===== config.mk =====
export PLATFORM = sky130hd
export DESIGN_NAME = tsia_ctrl
export DESIGN_NICKNAME = d
export VERILOG_FILES = /design/src/sv/tsia_pkg.sv /design/src/sv/tsia_ctrl.sv
export SDC_FILE = /design/constraint.sdc
export NUM_CORES = 1
export LEC_CHECK = 0
export ABC_CLOCK_PERIOD_IN_PS = 2700
export BUFFER_PORTS_ARGS = -buffer_cell sky130_fd_sc_hd__buf_2
export CORE_AREA = 2 2 39 41
export CTS_CLUSTER_DIAMETER = 150
export DETAILED_ROUTE_END_ITERATION = 12
export DIE_AREA = 0 0 41 43
export PLACE_DENSITY = 0.76
export SETUP_SLACK_MARGIN = 0.5
export SLEW_MARGIN = 10
export SYNTH_ARGS = -nofsm -noshare
export SYNTH_HDL_FRONTEND = slang
export SYNTH_SLANG_ARGS = --single-unit

===== constraint.sdc =====
create_clock -name clk -period 2.7 [get_ports clk]
set_clock_uncertainty 0.1 [all_clocks]
set_input_delay 0.27 -clock clk [delete_from_list [all_inputs] [get_ports clk]]
set_output_delay 0.27 -clock clk [all_outputs]
set_load 0.03 [all_outputs]

===== src/sv/tsia_pkg.sv =====
// Shared types, constants and datapath operation codes for the trie string ID assigner.
// No dependencies; every other file but the assertion header imports this package.
package tsia_pkg;

  localparam int NODE_COUNT = 4096;
  localparam int AW         = $clog2(NODE_COUNT);
  localparam int NFW        = AW + 1;
  localparam int SYM_W      = 8;
  localparam int ID_W       = 12;
  localparam int CW         = (AW > ID_W) ? AW : ID_W;
  localparam int ST_W       = 2;

  localparam logic [ST_W-1:0] ST_OK     = 2'd0;
  localparam logic [ST_W-1:0] ST_PREFIX = 2'd1;
  localparam logic [ST_W-1:0] ST_FULL   = 2'd2;

  localparam logic [AW-1:0] ROOT_NODE = AW'(1);
  localparam logic [NFW-1:0] FIRST_FREE = NFW'(2);

  typedef struct packed {
    logic [SYM_W-1:0] symbol;
    logic             last;
  } in_item_t;

  typedef struct packed {
    logic [ID_W-1:0] string_id;
    logic [ST_W-1:0] status;
  } out_item_t;

  typedef struct packed {
    logic [SYM_W-1:0] ch;
    logic [AW-1:0]    sibling;
    logic [CW-1:0]    child;
  } node_t;

  localparam int OP_W = 5;
  typedef logic [OP_W-1:0] op_t;

  localparam op_t OP_NONE        = 5'd0;
  localparam op_t OP_INIT        = 5'd1;
  localparam op_t OP_ACCEPT      = 5'd2;
  localparam op_t OP_KILL        = 5'd3;
  localparam op_t OP_RD_NEXT     = 5'd4;
  localparam op_t OP_TAKE        = 5'd5;
  localparam op_t OP_CLAIM       = 5'd6;
  localparam op_t OP_LINK_SIB    = 5'd7;
  localparam op_t OP_ALLOC_SIB   = 5'd8;
  localparam op_t OP_SET_FULL    = 5'd9;
  localparam op_t OP_DESCEND     = 5'd10;
  localparam op_t OP_LINK_CHILD  = 5'd11;
  localparam op_t OP_ALLOC_CHILD = 5'd12;
  localparam op_t OP_RES_FULL    = 5'd13;
  localparam op_t OP_RES_PREFIX  = 5'd14;
  localparam op_t OP_RES_NEW     = 5'd15;
  localparam op_t OP_RD_CUR      = 5'd16;
  localparam op_t OP_RES_LOOKUP  = 5'd17;
  localparam op_t OP_EMIT        = 5'd18;

  typedef struct packed {
    logic full;
    logic cur_zero;
    logic last;
    logic sym_zero;
    logic created;
    logic first_dead;
    logic hit;
    logic head_free;
    logic no_sib;
    logic nodes_out;
    logic has_child;
    logic out_busy;
  } dp_status_t;

endpackage


===== src/sv/tsia_ctrl.sv =====
// Controller state machine for the trie string ID assigner.
// Depends on tsia_pkg; drives datapath operation codes from datapath status.
module tsia_ctrl import tsia_pkg::*; (
  input  logic       clk,
  input  logic       rst_n,
  input  logic       in_valid,
  output logic       in_stall,
  input  dp_status_t st,
  output op_t        op
);

  localparam logic [3:0] S_INIT    = 4'd0;
  localparam logic [3:0] S_IDLE    = 4'd1;
  localparam logic [3:0] S_CHK     = 4'd2;
  localparam logic [3:0] S_ALLOC_S = 4'd3;
  localparam logic [3:0] S_CHILD   = 4'd4;
  localparam logic [3:0] S_ALLOC_C = 4'd5;
  localparam logic [3:0] S_FINISH  = 4'd6;
  localparam logic [3:0] S_LOOKUP  = 4'd7;
  localparam logic [3:0] S_EMIT    = 4'd8;

  logic [3:0] state_r, state_nxt;

  assign in_stall = (state_r != S_IDLE);

  always_comb begin
    state_nxt = state_r;
    op        = OP_NONE;
    unique case (state_r)
      S_INIT: begin
        op        = OP_INIT;
        state_nxt = S_IDLE;
      end
      S_IDLE: begin
        if (in_valid) begin
          op        = OP_ACCEPT;
          state_nxt = S_CHK;
        end
      end
      S_CHK: begin
        priority if (st.full || st.cur_zero) begin
          state_nxt = S_FINISH;
        end else if (st.sym_zero || st.first_dead) begin
          op        = OP_KILL;
          state_nxt = S_FINISH;
        end else if (st.hit) begin
          op        = OP_TAKE;
          state_nxt = S_CHILD;
        end else if (st.head_free) begin
          op        = OP_CLAIM;
          state_nxt = S_CHILD;
        end else if (st.no_sib && st.nodes_out) begin
          op        = OP_SET_FULL;
          state_nxt = S_FINISH;
        end else if (st.no_sib) begin
          op        = OP_LINK_SIB;
          state_nxt = S_ALLOC_S;
        end else begin
          op        = OP_RD_NEXT;
        end
      end
      S_ALLOC_S: begin
        op        = OP_ALLOC_SIB;
        state_nxt = S_CHILD;
      end
      S_CHILD: begin
        priority if (st.has_child) begin
          op        = OP_DESCEND;
          state_nxt = S_FINISH;
        end else if (st.nodes_out) begin
          op        = OP_SET_FULL;
          state_nxt = S_FINISH;
        end else begin
          op        = OP_LINK_CHILD;
          state_nxt = S_ALLOC_C;
        end
      end
      S_ALLOC_C: begin
        op        = OP_ALLOC_CHILD;
        state_nxt = S_FINISH;
      end
      S_FINISH: begin
        priority if (!st.last) begin
          state_nxt = S_IDLE;
        end else if (st.full) begin
          op        = OP_RES_FULL;
          state_nxt = S_EMIT;
        end else if (st.cur_zero) begin
          op        = OP_RES_PREFIX;
          state_nxt = S_EMIT;
        end else if (st.created) begin
          op        = OP_RES_NEW;
          state_nxt = S_EMIT;
        end else begin
          op        = OP_RD_CUR;
          state_nxt = S_LOOKUP;
        end
      end
      S_LOOKUP: begin
        op        = OP_RES_LOOKUP;
        state_nxt = S_EMIT;
      end
      S_EMIT: begin
        if (!st.out_busy) begin
          op        = OP_EMIT;
          state_nxt = S_IDLE;
        end
      end
      default: begin
        state_nxt = S_IDLE;
      end
    endcase
  end

  always_ff @(posedge clk) begin
    if (!rst_n) begin
      state_r <= S_INIT;
    end else begin
      state_r <= state_nxt;
    end
  end

endmodule


* Word-level counts from Yosys, hierarchy flattened
Cells that the tools add are included.
Word-level totals: flip-flop bits (word level) 4, bits of input ports 15, output and inout bits 6, word-level logic and storage cells 48
Cells by class: eq/ne operators 12, mux-type cells 30, reductions and logical operators 5
Operator list (count):
- $mux 4 | 17
- $pmux 5 s9 | 1
- $pmux 4 s8 | 1
- $mux 5 | 5
- $eq 4x3->1 const B | 4
- $mux 2 | 6
- $eq 4x2->1 const B | 2
- $ne 7x7->1 const B | 1
- $eq 4x1->1 const B | 1
- $eq 4x4->1 const B | 1
- $logic_not 4->1 | 1
- $ne 2x2->1 const B | 2
- $ne 4x1->1 const B | 1
- $reduce_and 3->1 | 1
- $logic_or 1x1->1 | 2
- $logic_and 1x1->1 | 1

* Depth between registers and ports, before layout
Gate-level depths: netlist of run 1.
word-level depth 7, depth in mapped cells 5, mapped depth without buffers 4

* Least setup slack after synthesis of run 1
Ideal clock, no wire load.
kind register -> output, start register state_r[0], end output op[3], data arrival time 2.030 ns, slack 0.300 ns, cell stages (with the launch flop) 5, cells stage by stage dfxtp_1 buf_6 or4b_4 or4_4 o221ai_1
Between the ends: longest elaborated chain between the ends 2
RTL lines:
- start, declared | RTL line tsia_ctrl.sv:22 | logic [3:0] state_r, state_nxt;
- start signal, assigned | RTL line tsia_ctrl.sv:119 | state_r <= state_nxt;
- $eq 4x4->1, or another cell as far along | RTL line tsia_ctrl.sv:29 | unique case (state_r)
- $pmux 5 s9 (*) | RTL line tsia_ctrl.sv:29
- end, declared | RTL line tsia_ctrl.sv:9 | output op_t op
Mark *: on every way between the ends. The rest lies on a longest branch, timed or not.

* Worst setup path in the final report of run 1
Ends and elaborated chain as after synthesis.

==> flow_summary.json, run 1 <==
{
  "power_density_nw_per_um2": 391.9,
  "maximum_number_of_pins_on_one_net_before_global_route_repair": 12,
  "run_status": "finished, final reports clean",
  "synthDominantAreaCellType": "sky130_fd_sc_hd__dfxtp_1",
  "hold-worst-slack_ps": 188.5,
  "power.ir.vdd_worst_mv": 0.2427,
  "global_route.usage.total_pct": 20.76,
  "final_nets": 119,
  "number_of_inserted_diodes": 0,
  "cts_sinks": 4,
  "hold_violations": 0,
  "synth_enable_flop_cells": 0,
  "ff_latch_area_um2": 91.34,
  "worst_setup_path_end_kind": "output port",
  "synth-async-reset-ratio_pct": 0,
  "routabilityCongestion": 0.9213,
  "detail_route.drc_violations": 0,
  "delay_heaviest_family_cp": "simple AND/OR/NAND/NOR gates",
  "total_cts_buffers": 3,
  "period_share_pct": 85.74,
  "timing_max_transition_violations_final": 0,
  "cp_data_arrival_time_ps": 1950,
  "clkSlewWorstSetupHoldPaths_ps": 40,
  "report.final.setup_viol": 0,
  "drt_iter0_markers": 13,
  "netlist_top_cells_area": "sky130_fd_sc_hd__dfxtp_1, sky130_fd_sc_hd__nor2_1, sky130_fd_sc_hd__nand2_1",
  "place.detailed.hpwl_um": 1134,
  "antenna_violating_nets_left": 0,
  "vias": 684,
  "netlist_instances": 77,
  "rr_worst_depth": 5,
  "r2r_slack_ps": 630,
  "registers.top_by_ff_count": "state_r",
  "crit_end": "op[3]",
  "crit_type": "reg -> out",
  "relative_max_transition_margin_pct": 66.25,
  "crit-reg2reg-capture": "state_r[0]",
  "final_layout_size_suffix_gt1_share_pct": 41.18,
  "floorplan.rows": 14,
  "grt_first_pass_wirelength_um": 2497,
  "crit_cells": 4,
  "layout_top_registers": "state_r x4",
  "cts_max_path_buffers": 2,
  "post_synth_num_cell_types": 34,
  "core-area_um2": 1384,
  "boundaryPins": 21,
  "timing.critical_path.from": "state_r[0]",
  "chipHeight_um": 43,
  "crit_slowest_cell": "sky130_fd_sc_hd__or4b_4",
  "clock_latency_ps": 240,
  "area_growth_syn_to_layout_pct": 46.17,
  "setup_total_negative_slack_ps": 0,
  "final_period_minus_worst_setup_slack_ps": 2315,
  "ctsRootBufferMaster": "sky130_fd_sc_hd__clkbuf_4",
  "syn-num-nets": 92,
  "ys_ff_latch": 4,
  "io_buffers": 20,
  "timing.hold.worst.start": "rst_n",
  "setup.worst_path.start_class": "flip-flop",
  "clock.fmax_ghz": 0.4320,
  "synth_top_area_share_pct": 15.31,
  "critical_path.max_fanout": 5,
  "regToRegStartpoint": "state_r[0]",
  "routed_wirelength_um": 1575,
  "multi_input_area_um2": 447.9,
  "gr-total-overflow": 0,
  "whs_path_depth": 2,
  "largest_reg_flops": 4,
  "synth.cell_area_um2": 523.0,
  "floorplan.initialDensity_pct": 37.79,
  "timing.critical_path.slowest_cell_delay_ps": 550,
  "worst_pin_slew_ps": 502.4,
  "routed_via_density": 5.797,
  "firstDrtPassIters": 4,
  "synth_seq_area_share_pct": 15.31,
  "floorplan_die_area_um2": 1763,
  "worst_ep_required_time_ps": 2330,
  "synthFlopType": "sky130_fd_sc_hd__dfxtp_1",
  "cells_along_the_critical_path": "or4b_4, or4_4, o221ai_2, buf_6",
  "yosysWarnings": 0,
  "synthesis.area_per_instance_um2": 6.792,
  "grt_setup_unrepaired": "true",
  "path_buf_inv": 1,
  "grt_pass1_vias": 609,
  "hold_path_class": "in -> reg",
  "cts_tree": "built",
  "layout.filler_cells": 133,
  "dieWidth_um": 41,
  "cts_max_level": 1,
  "p_leak_nw": 0.3163,
  "cts_hold_repair.buffers": 0,
  "detail_route.wl_per_cell_um": 13.35,
  "max_cap_viol_count": 0,
  "number_of_antenna_violations_at_the_first_check_in_global_routing": 0
}
==> Yosys cell counts (all sizes together) (2+ instances only) <==
cell type,number
dfxtp,4
or4,2
clkbuf,2
nand2b,3
o211ai,2
o21ai,3
or3,3
inv,4
nor2b,4
o21bai,3
o221ai,2
nand2,8
a21oi,3
nand3,3
buf,2
o2111ai,2
nor2,9
a211oi,2
a31oi,2
nor3,4
==> repair_timing <==
item	4_1_cts	5_1_grt
buffers inserted	4	1
pin swaps	2	2
gates resized for setup	14	4
endpoints found under the setup margin	3	3
hold endpoints to repair	0	0
==> metrics by stage <==
| step | instances | setup WS (ps) | util, % | cell area, um2 | power, mW |
|---|---|---|---|---|---|
| 4_1_cts | 117 | 377.8 | 52.80 | 730.7 | 0.2879 |
| 3_5_place_dp | 110 | 464.1 | 46.20 | 639.4 | 0.1948 |
| 2_1_floorplan | 77 | 487.8 | - | 535.5 | 0.1599 |
| 5_1_grt | 118 | 318.9 | 55.24 | 764.5 | 0.3213 |
| 6_report | 118 | 385.0 | 55.24 | 764.5 | 0.2996 |
| 3_3_place_gp | 110 | 484.6 | 46.20 | 639.4 | 0.1939 |
==> worst register-to-register path: stages, from the launching register on <==
cell                       delay, ps
sky130_fd_sc_hd__dfxtp_4         340
sky130_fd_sc_hd__or4b_4          550
sky130_fd_sc_hd__or4_4           510
sky130_fd_sc_hd__buf_4           150
sky130_fd_sc_hd__o211ai_2        120
sky130_fd_sc_hd__o2111a_1        220
==> metal layers <==
metal	GRT usage (%)	vias up	wire length, um
li1	-	344	-
met1	25.32	306	660
met2	34.69	32	798
met3	6.283	2	103
met4	3.333	0	14
met5	0	-	0
==> how the worst min path moves through the flow <==
stage | endpoint | slack, ps
final | state_r[3] | 190
after global routing | state_r[3] | 180
after CTS | state_r[3] | 180
after detailed placement | state_r[3] | 430
after global placement | state_r[3] | 420
after floorplan | state_r[1] | 290
==> area by class of cell <==
class	count	share of cell area, %
inverters	4	1.964
well taps	16	2.619
multi-input cells	65	58.59
repair buffers	26	21.93
clock buffers	3	2.946
flip-flops and latches	4	11.95
==> logic make-up after synthesis <==
logic type,count (synthesis),synth area share [%]
AND/OR/NAND/NOR,39,40.19
flip-flops,4,15.31
buffers and inverters,8,7.415
AO/OA/AOI/OAI,25,35.17
multiplexers,1,1.914
==> cells in the final DEF (no fill, tap or decap), types with 3 or more instances in the layout <==
master	count
sky130_fd_sc_hd__nand2_1	8
sky130_fd_sc_hd__dfxtp_4	3
sky130_fd_sc_hd__buf_2	17
sky130_fd_sc_hd__o21ai_0	3
sky130_fd_sc_hd__nand2b_1	3
sky130_fd_sc_hd__nor2_1	9
sky130_fd_sc_hd__buf_4	5
sky130_fd_sc_hd__nor2b_1	4
sky130_fd_sc_hd__inv_1	4
sky130_fd_sc_hd__clkbuf_4	3
sky130_fd_sc_hd__buf_6	4
sky130_fd_sc_hd__a21oi_1	3
sky130_fd_sc_hd__nand3_1	3
sky130_fd_sc_hd__nor3_1	4
sky130_fd_sc_hd__or3_4	3
==> power by group <==
part	switching [mW]	total, mW	internal (mW)	leakage [nW]
Clock	0.0256	0.0754	0.0498	0.0138
Sequential	0.00445	0.0684	0.0640	0.0347
Combinational	0.0884	0.156	0.0675	0.268
Total	0.118	0.300	0.181	0.316
Power figures use the tool's default switching activity.
==> run 2, diff against run 1 <==
CTS_BUF_LIST = sky130_fd_sc_hd__clkbuf_16   (was unset)
REMOVE_ABC_BUFFERS = 1   (was unset)
==> flow_summary.json, run 2 (synthesis gave the netlist of run 1 again) <==
{
  "report.final.setup_viol": 0,
  "vias": 744,
  "floorplan.initialDensity_pct": 37.79,
  "worst_ep_required_time_ps": 2330,
  "crit_slowest_cell": "sky130_fd_sc_hd__or4b_4",
  "power_report.internal_total_mw": 0.3198,
  "final_layout_size_suffix_gt1_share_pct": 44.44,
  "power.ir.vdd_worst_mv": 0.3370,
  "clkPwrFrac_pct": 50.8,
  "total_cts_buffers": 3,
  "firstDrtPassIters": 4,
  "power.sequential.fraction_pct": 14.8,
  "gr-total-overflow": 0,
  "detail_route.drc_violations": 0,
  "layout_top_registers": "state_r x4",
  "boundaryPins": 21,
  "worst_setup_path_end_kind": "output port",
  "antenna_violating_nets_left": 0,
  "cts_hold_repair.buffers": 0,
  "place.detailed.hpwl_um": 1204,
  "chipHeight_um": 43,
  "period_share_pct": 86.28,
  "routed_wirelength_um": 2018,
  "setup.worst_path.start_class": "flip-flop",
  "r2r_slack_ps": 610,
  "dieWidth_um": 41,
  "critical_path.max_fanout": 4,
  "crit_type": "reg -> out",
  "power_density_nw_per_um2": 535.1,
  "layout.cells.most_common": "sky130_fd_sc_hd__buf_2",
  "relative_max_transition_margin_pct": 76.83,
  "number_of_antenna_violations_at_the_first_check_in_global_routing": 0,
  "max_cap_viol_count": 0,
  "routed_wire_length_on_met3_um": 120,
  "global_route.usage.total_pct": 24.05,
  "grt_first_pass_wirelength_um": 2870,
  "maximum_number_of_pins_on_one_net_before_global_route_repair": 12,
  "share_comb_of_total_power_pct": 34.4,
  "run_status": "finished, final reports clean",
  "final_nets": 125,
  "floorplan.rows": 14,
  "highest_layer": "met4",
  "area_growth_syn_to_layout_pct": 64.35,
  "cts_sinks": 4,
  "timing.critical_path.slowest_cell_delay_ps": 550,
  "dp_worst_setup_slack_ps": 466.6,
  "drt_iter0_markers": 23,
  "hold_violations": 0,
  "cells_along_the_critical_path": "or4b_4, or4_4, o221ai_2, buf_6",
  "grt_setup_unrepaired": "true",
  "worst_pin_slew_ps": 343.9,
  "routabilityCongestion": 0.9263,
  "routed_via_density": 6.000,
  "io_buffers": 20,
  "final_period_minus_worst_setup_slack_ps": 2330,
  "detail_route.wl_per_cell_um": 16.27,
  "detail_route.wirelength.met1_um": 829,
  "clock_latency_ps": 230,
  "setup_slack_ps": 370.3,
  "ctsRootBufferMaster": "sky130_fd_sc_hd__clkbuf_16",
  "layout.filler_cells": 125,
  "cts_max_path_buffers": 2,
  "core-area_um2": 1384,
  "power.net_switching_mw": 0.1402,
  "wl_met2_um": 1008,
  "registers.top_by_ff_count": "state_r",
  "grt_pass1_vias": 678,
  "clkSlewWorstSetupHoldPaths_ps": 30,
  "largest_reg_flops": 4,
  "timing_max_transition_violations_final": 0,
  "setup_total_negative_slack_ps": 0,
  "power.share.switching_pct": 30.48,
  "clock.fmax_ghz": 0.4292,
  "most-common-layout-cells": "sky130_fd_sc_hd__buf_2, sky130_fd_sc_hd__buf_4, sky130_fd_sc_hd__nor2_1",
  "cts_tree": "built",
  "cts_max_level": 1,
  "floorplan_die_area_um2": 1763,
  "cp_data_arrival_time_ps": 1960,
  "hold_path_class": "in -> reg",
  "p_leak_nw": 0.3670,
  "number_of_inserted_diodes": 0
}
run 2: cell types whose count changed in the layout (fill, tap and decap cells not counted), sizes merged:
cell    previous run  this run
buf               26        31
clkbuf             3         4
run 2: final timing paths:
kind,start,endpoint,depth (start not counted)
min,rst_n,state_r[3],2
min reg2reg,state_r[3],state_r[1],4
max,state_r[2],op[3],4
max reg2reg,state_r[2],state_r[0],5
run 2: per-stage QoR:
stage          total power, mW  cell area (um2)  hold slack (ps)  utilization, %  std cells
2_1_floorplan           0.1508            499.2            286.2               -         73
3_3_place_gp            0.1913            634.4            425.5           45.84        111
3_5_place_dp            0.1921            634.4            423.4           45.84        111
4_1_cts                 0.4476            792.0            192.4           57.23        119
5_1_grt                 0.4792            859.6            215.3           62.12        124
6_report                0.4600            859.6            198.8           62.12        124
run 2: power groups by stage:
stage	sequential [mW]	clock [mW]	combinational (mW)
final	0.0680	0.233	0.158
after global routing	0.0684	0.241	0.169
after CTS	0.0670	0.238	0.142
after detailed placement	0.0745	0	0.118
after global placement	0.0737	0	0.118
after floorplan	0.0745	0	0.0763
run 2: metal layers:
layer  up-vias  GRT usage [%]
met5         -              0
met2        41          40.31
met3         8          3.665
met4         0          12.00
li1        351              -
met1       344          27.48
run 2: layout make-up:
type | count | area [um2] | area share [%]
Multi-Input combinational cell | 65 | 442.9 | 51.53
Inverter | 4 | 15.01 | 1.747
Clock buffer | 3 | 75.07 | 8.734
Timing Repair Buffer | 32 | 215.2 | 25.04
Tap cell | 16 | 20.02 | 2.329
Sequential cell | 4 | 91.34 | 10.63
run 2: timing repair:
item,4_1_cts,5_1_grt
pin swaps,4,3
setup buffers,5,5
gates resized for setup,14,7
hold endpoints to repair,0,0
setup endpoints to repair,3,5
run 2: worst max-delay path, delay by kind of cell (launching register included):
| kind | cells | cell delay (ps) |
|---|---|---|
| AO/OA/AOI/OAI | 1 | 150 |
| buffers and inverters | 1 | 150 |
| flip-flops | 1 | 330 |
| AND/OR/NAND/NOR | 2 | 1090 |
